`src/rtl/mpq_pkg.sv`:
```
package mpq_pkg;

    // Operation codes carried on the input tuser
    typedef enum logic [1:0] {
        OP_LOAD = 2'd0,
        OP_PUSH = 2'd1,
        OP_PEEK = 2'd2,
        OP_POP  = 2'd3
    } t_op;

    localparam int TAG_W   = 32;
    localparam int ROLL_W  = 16;
    localparam int MARKS_W = 10;
    localparam int REC_W   = TAG_W + ROLL_W + MARKS_W;
    localparam int TDATA_W = ((REC_W + 7) / 8) * 8;

    // One record, tag in the lowest bits
    typedef struct packed {
        logic [MARKS_W-1:0] marks;
        logic [ROLL_W-1:0]  roll;
        logic [TAG_W-1:0]   tag;
    } t_rec;

    // Decoded command passed from the front to the back
    typedef struct packed {
        logic ins;
        logic rmv;
        logic rpt;
        t_rec rec;
    } t_cmd;

    // True when record x must stand strictly above record y
    function automatic logic outranks(input t_rec x, input t_rec y);
        logic res;
        if (x.marks != y.marks) begin
            res = (x.marks > y.marks);
        end else begin
            res = (x.roll < y.roll);
        end
        return res;
    endfunction

endpackage

```
`src/rtl/mpq_front.sv`:
```
module mpq_front
    import mpq_pkg::*;
(
    input  logic               i_clk,
    input  logic               i_rst_n,
    input  logic               i_valid,
    output logic               o_ready,
    input  logic [TDATA_W-1:0] i_data,
    input  logic [1:0]         i_user,
    output logic               o_cmd_valid,
    input  logic               i_cmd_ready,
    output t_cmd               o_cmd
);

    localparam int QDEPTH = 2;
    localparam int PTR_W  = $clog2(QDEPTH);
    localparam int CNT_W  = $clog2(QDEPTH + 1);

    t_cmd             r_mem [QDEPTH];
    logic [PTR_W-1:0] r_wptr;
    logic [PTR_W-1:0] r_rptr;
    logic [CNT_W-1:0] r_cnt;

    t_op  w_op;
    t_cmd w_cmd;
    logic w_push;
    logic w_pop;

    // Classify the incoming beat
    always_comb begin
        w_op      = t_op'(i_user);
        w_cmd.rec = t_rec'(i_data[REC_W-1:0]);
        w_cmd.ins = (w_op == OP_LOAD) || (w_op == OP_PUSH);
        w_cmd.rmv = (w_op == OP_POP);
        w_cmd.rpt = (w_op != OP_LOAD);
    end

    assign o_ready     = (r_cnt != CNT_W'(QDEPTH));
    assign o_cmd_valid = (r_cnt != '0);
    assign o_cmd       = r_mem[r_rptr];
    assign w_push      = i_valid && o_ready;
    assign w_pop       = o_cmd_valid && i_cmd_ready;

    // Store decoded commands
    always_ff @(posedge i_clk) begin
        if (w_push) begin
            r_mem[r_wptr] <= w_cmd;
        end
    end

    // Advance pointers and count
    always_ff @(posedge i_clk) begin
        if (!i_rst_n) begin
            r_wptr <= '0;
            r_rptr <= '0;
            r_cnt  <= '0;
        end else begin
            if (w_push) begin
                r_wptr <= r_wptr + PTR_W'(1);
            end
            if (w_pop) begin
                r_rptr <= r_rptr + PTR_W'(1);
            end
            if (w_push && !w_pop) begin
                r_cnt <= r_cnt + CNT_W'(1);
            end else if (w_pop && !w_push) begin
                r_cnt <= r_cnt - CNT_W'(1);
            end
        end
    end

endmodule

```
`config.mk`:
```
export PLATFORM = sky130hd
export DESIGN_NAME = mpq_front
export DESIGN_NICKNAME = d
export VERILOG_FILES = /design/src/rtl/mpq_pkg.sv /design/src/rtl/mpq_front.sv
export SDC_FILE = /design/constraint.sdc
export NUM_CORES = 1
export LEC_CHECK = 0
export ABC_AREA = 1
export BUFFER_PORTS_ARGS = -buffer_cell sky130_fd_sc_hd__buf_2
export CORE_UTILIZATION = 52
export CTS_CLUSTER_DIAMETER = 50
export DETAILED_ROUTE_END_ITERATION = 8
export GPL_TIMING_DRIVEN = 0
export PLACE_DENSITY = 0.79
export SLEW_MARGIN = 20
export SYNTH_ARGS = -nofsm -noshare
export SYNTH_HDL_FRONTEND = slang
export SYNTH_SLANG_ARGS = --single-unit
```
`constraint.sdc`:
```
create_clock -name i_clk -period 8.3 [get_ports i_clk]
set_clock_uncertainty 0.15 [all_clocks]
set_input_delay 0.415 -clock i_clk [delete_from_list [all_inputs] [get_ports i_clk]]
set_output_delay 0.415 -clock i_clk [all_outputs]
set_load 0.1 [all_outputs]
```
; ---- Word-level counts from Yosys, hierarchy flattened
; Memory sizes are Yosys's and may differ from the RTL's. A register that Yosys moved wholly into a read port is not among the register bits.
; Cells that the tools add are included.
[op_classes]
addsub = 4
eq_ne = 3
n_mux = 6
reduce_logical = 11
[op_table]
columns = operator, n
row1 = 2-bit nonzero test, 3
row2 = 1-bit logical AND, 4
row3 = 1-bit two-way mux, 4
row4 = 2-bit two-way mux, 2
row5 = "1-bit adder, second input constant", 2
row6 = "2-bit by 1-bit adder with 2-bit output, second input constant", 1
row7 = "2-bit by 1-bit equality test with 1-bit output, second input constant", 1
row8 = "2-bit equality test, second input constant", 1
row9 = 1-bit logical NOT, 2
row10 = 2-bit logical NOT, 1
row11 = "2-bit != test, second input constant", 1
row12 = "2-bit by 1-bit subtractor with 2-bit output, second input constant", 1
row13 = 1-bit logical OR, 1
[totals]
reg_bits = 4
mem_bits_rw = 122
in_bits = 70
n_memories = 1
[memory_table]
columns = memory, words, word_bits, read_ports, rd_clocked_by_memory_dff, wr, line_no
row1 = r_mem, 2, 61, 1, 1, 1, mpq_front.sv:19  ; t_cmd r_mem [QDEPTH];

; ---- Depth between registers and ports, before layout
[depth]
word_depth = 6
mapped_depth = 11

; ---- Worst setup path before layout
; OpenSTA, ideal clock, no wires.
[synth_timing]
kind = flip-flop to flip-flop
startpoint = register r_cnt[0]
endpoint = memory r_mem[0][0] (netlist name) (enable)
arrival_time_ps = 3900
t_required_ps = 7670
setup_slack_ps = 3769
stages_incl_launch_ff = 5
path_buffers = 0
synth_period_minus_slack_ps = 4531
path_cell_list = dfxtp_1 inv_1 nand2_1 nand2_1 nor2_1
[synth_via]
elab_chain_len = 4
[synth_rtl]
columns = element, line_no
row1 = start: declaration, mpq_front.sv:22  ; logic [CNT_W-1:0] r_cnt;
row2 = start signal: assignment, mpq_front.sv:65  ; r_cnt <= r_cnt + CNT_W'(1);
row3 = start signal: assignment, mpq_front.sv:67  ; r_cnt <= r_cnt - CNT_W'(1);
row4 = 2-bit != test, mpq_front.sv:38  ; assign o_ready = (r_cnt != CNT_W'(QDEPTH));
row5 = net o_ready, mpq_front.sv:7  ; output logic o_ready,
row6 = 1-bit logical AND, mpq_front.sv:41  ; assign w_push = i_valid && o_ready;
row7 = 1-bit two-way mux, mpq_front.sv:46  ; if (w_push) begin
row8 = 1-bit two-way mux (not written as such), mpq_front.sv:47  ; r_mem[r_wptr] <= w_cmd;
row9 = end: declaration, mpq_front.sv:19
; The timed path passes the listed nets, and every way through them passes these cells.

==> out/qor.yml <==
timing:
  setup-violations-final: 0
  hold_viol_final: 0
  setup_ws_ns: 5.95
  setup_tns_ns: 0
  rsz0062_at_grt: "false"
  worstMarginPinSlew_ns: 0.541
  slew_headroom: 0.639
  fmax_mhz: 425
  period_share: 0.284
  drv_slew: 0
  period_minus_slack_ns: 2.35
place:
  dp_hpwl_um: 5270
  place.gp.congestion: 0.709
  pre_cts_slack_ns: 6.40
  dp_cells: 490
  portBuffers: 126
logic_synthesis:
  synth-seq-cells: 127
  postSynthCellCount: 231
  synth_fp_nets: 302
  yosysWarnings: 0
  synth_compound_area_frac: 0.00454
  syn_avg_cell_area_um2: 21.5
  muxShareOfSynthArea: 0.184
  synth_top_family_by_area: "multiplexers"
  ys_seq_area_frac: 0.758
  synth-xor-area-share: 0
  synth_fa_ha_area_frac: 0.00252
  synth_area_um2: 4960
  yosysUniqueCellTypes: 16
  synth_simple_gate_area_frac: 0.0171
die:
  die_h_um: 99.7
  die_w_um: 99.7
  initial_core_util: 0.537
  num_rows: 35
  ioPinCount: 133
  dieArea_um2: 9940
  core_um2: 9240
drt:
  vias: 2761
  drt_first_pass_iters: 4
  drt-wirelength-per-cell_um: 15.8
  drt-vias-per-instance: 4.76
  drcViolationCount: 0
  antenna_left: 0
  drtIter0Drc: 78
  routed_wl_um: 9140
cts:
  clockRootBuffer: "clkbuf_8"
  cts_max_path_buffers: 2
  htree_num_levels: 4
  tritoncts: "built"
  cts_made_buffers: 17
  clkSinkCount: 127
  cts.reportedPaths.clkPinSlew_ns: 0.06
  cts-resized-gates: 0
  clock_latency_ns: 0.50
power:
  p_leak_nw: 2.87
  ir_worst_vdd_uv: 301
  cellPowerDensity_nw_per_um2: 394
  power.total_mw: 2.79
hold_path:
  min_path_type: "input port to flip-flop"
  min_path_cells: 3
run_status:
  outcome: "complete, no violations"
setup_path:
  cp_data_required_time_ns: 7.74
  crit_arrival_ns: 1.79
  start_kind: "flip-flop"
  cp_max_fo: 10
  reg2reg_depth: 5
  crit_type: "flip-flop to primary output"
  critPathCaptureType: "primary output"
global_routing:
  grt-ovfl-total: 0
  grt_pass1_vias: 2831
  antenna_found_initial: 0
  grt_pass1_wl_um: 13600
  grt_max_degree: 27
  grt_use_total: 0.191
cells_and_area:
  antenna_cells: 0
  fill_cells: 515
  area_delta_synth_final_pct: 42.9
  fin_nets: 509
  layout-drive-gt1-share: 0.510
  final_cells: 580
run:
  cap_viol_max_count: 0
[registers in the layout, indices dropped and copies added (netlist names), named ones only]
name	count
r_cnt	2
r_mem	122
r_rptr	1
r_wptr	1
[timing repair]
item	in CTS	in global routing
endpoints found under the setup margin	0	0
hold buffers	58	0
hold endpoints to repair	116	0
buffers inserted	0	0
[cell type report]
class                           count  area (µm²)  share of cell area
Tap cell                          129         161              0.0227
Clock buffer                       18         418              0.0589
Buffer                              7         131              0.0185
Sequential cell                   127        3760               0.530
Clock inverter                     14         238              0.0335
Timing Repair Buffer              188        1300               0.183
Multi-Input combinational cell     87        1050               0.148
Inverter                           10        37.5             0.00529
[cells by family (layout without fill, tap and decap cells)]
family / count (synthesis) / count (layout)
buffers and inverters: 17 / 237
AOI/OAI and AO/OA: 4 / 4
DFF: 127 / 127
muxes: 61 / 61
adders and majority gates: 1 / 1
and+or+nand+nor: 21 / 21
[layer usage]
layer	wire [µm]	part of all wire	vias to the layer above	global-route usage
li1	-	-	1302	-
met1	3470	0.38	1337	0.201
met2	5020	0.55	107	0.349
met3	508	0.056	15	0.0618
met4	147	0.016	0	0.0792
met5	0	0	-	0
[through the flow]
| stage | util | area (µm²) | hold slack [ns] |
|---|---|---|---|
| floorplan | - | 4960 | 0.317 |
| global placement | 0.623 | 5760 | 0.330 |
| detailed placement | 0.634 | 5860 | 0.355 |
| CTS | 0.768 | 7100 | 0.0112 |
| global route | 0.768 | 7100 | 0.0199 |
| finish | 0.768 | 7100 | 0.0377 |
[final timing paths]
path	slack, ns	startpoint	end
hold / removal	0.04	i_rst_n	r_cnt[1]
hold reg to reg	0.37	r_rptr	r_rptr
setup / recovery	5.95	flip-flop	o_cmd[15]
setup reg to reg	6.39	r_cnt[0]	r_mem[0][2]
[placed cells by master (no fill, tap or decap), types with 5 or more instances in the layout]
master	synthesis	layout
nand2_1	10	10
edfxtp_1	122	122
dlygate4sd3_1	0	58
mux2_4	60	60
inv_1	10	10
clkbuf_16	0	16
nor2_1	8	6
bufinv_16	0	6
buf_12	6	9
buf_2	0	126
dfxtp_1	5	5
[report_power, final]
group	switching [mW]	internal, mW
clock	0.261	0.548
combinational	0.862	0.286
sequential	0.0260	0.810
total	1.15	1.64
[worst max-delay path, cell delays in order (launching register included)]
cell,delay (ns)
dfxtp_1,0.32
buf_6,0.19
buf_12,0.17
mux2_4,0.31
buf_2,0.30
[synthesized netlist by cell type]
| cell | number | area (µm²) |
|---|---|---|
| a21oi_1 | 1 | 5.00 |
| o21a_1 | 1 | 7.51 |
| mux2_4 | 60 | 901 |
| mux2_2 | 1 | 11.3 |
| nand2_1 | 10 | 37.5 |
| dfxtp_1 | 5 | 100 |
| nor2_1 | 8 | 30.0 |
| nand3_1 | 1 | 5.00 |
| nand4_1 | 1 | 6.26 |
| ha_1 | 1 | 12.5 |
| inv_1 | 10 | 37.5 |
| buf_6 | 1 | 11.3 |
| o21ai_0 | 2 | 10.0 |
| or2_2 | 1 | 6.26 |
| edfxtp_1 | 122 | 3660 |
| buf_12 | 6 | 120 |
No activity file was read; power rests on OpenSTA's default activity.
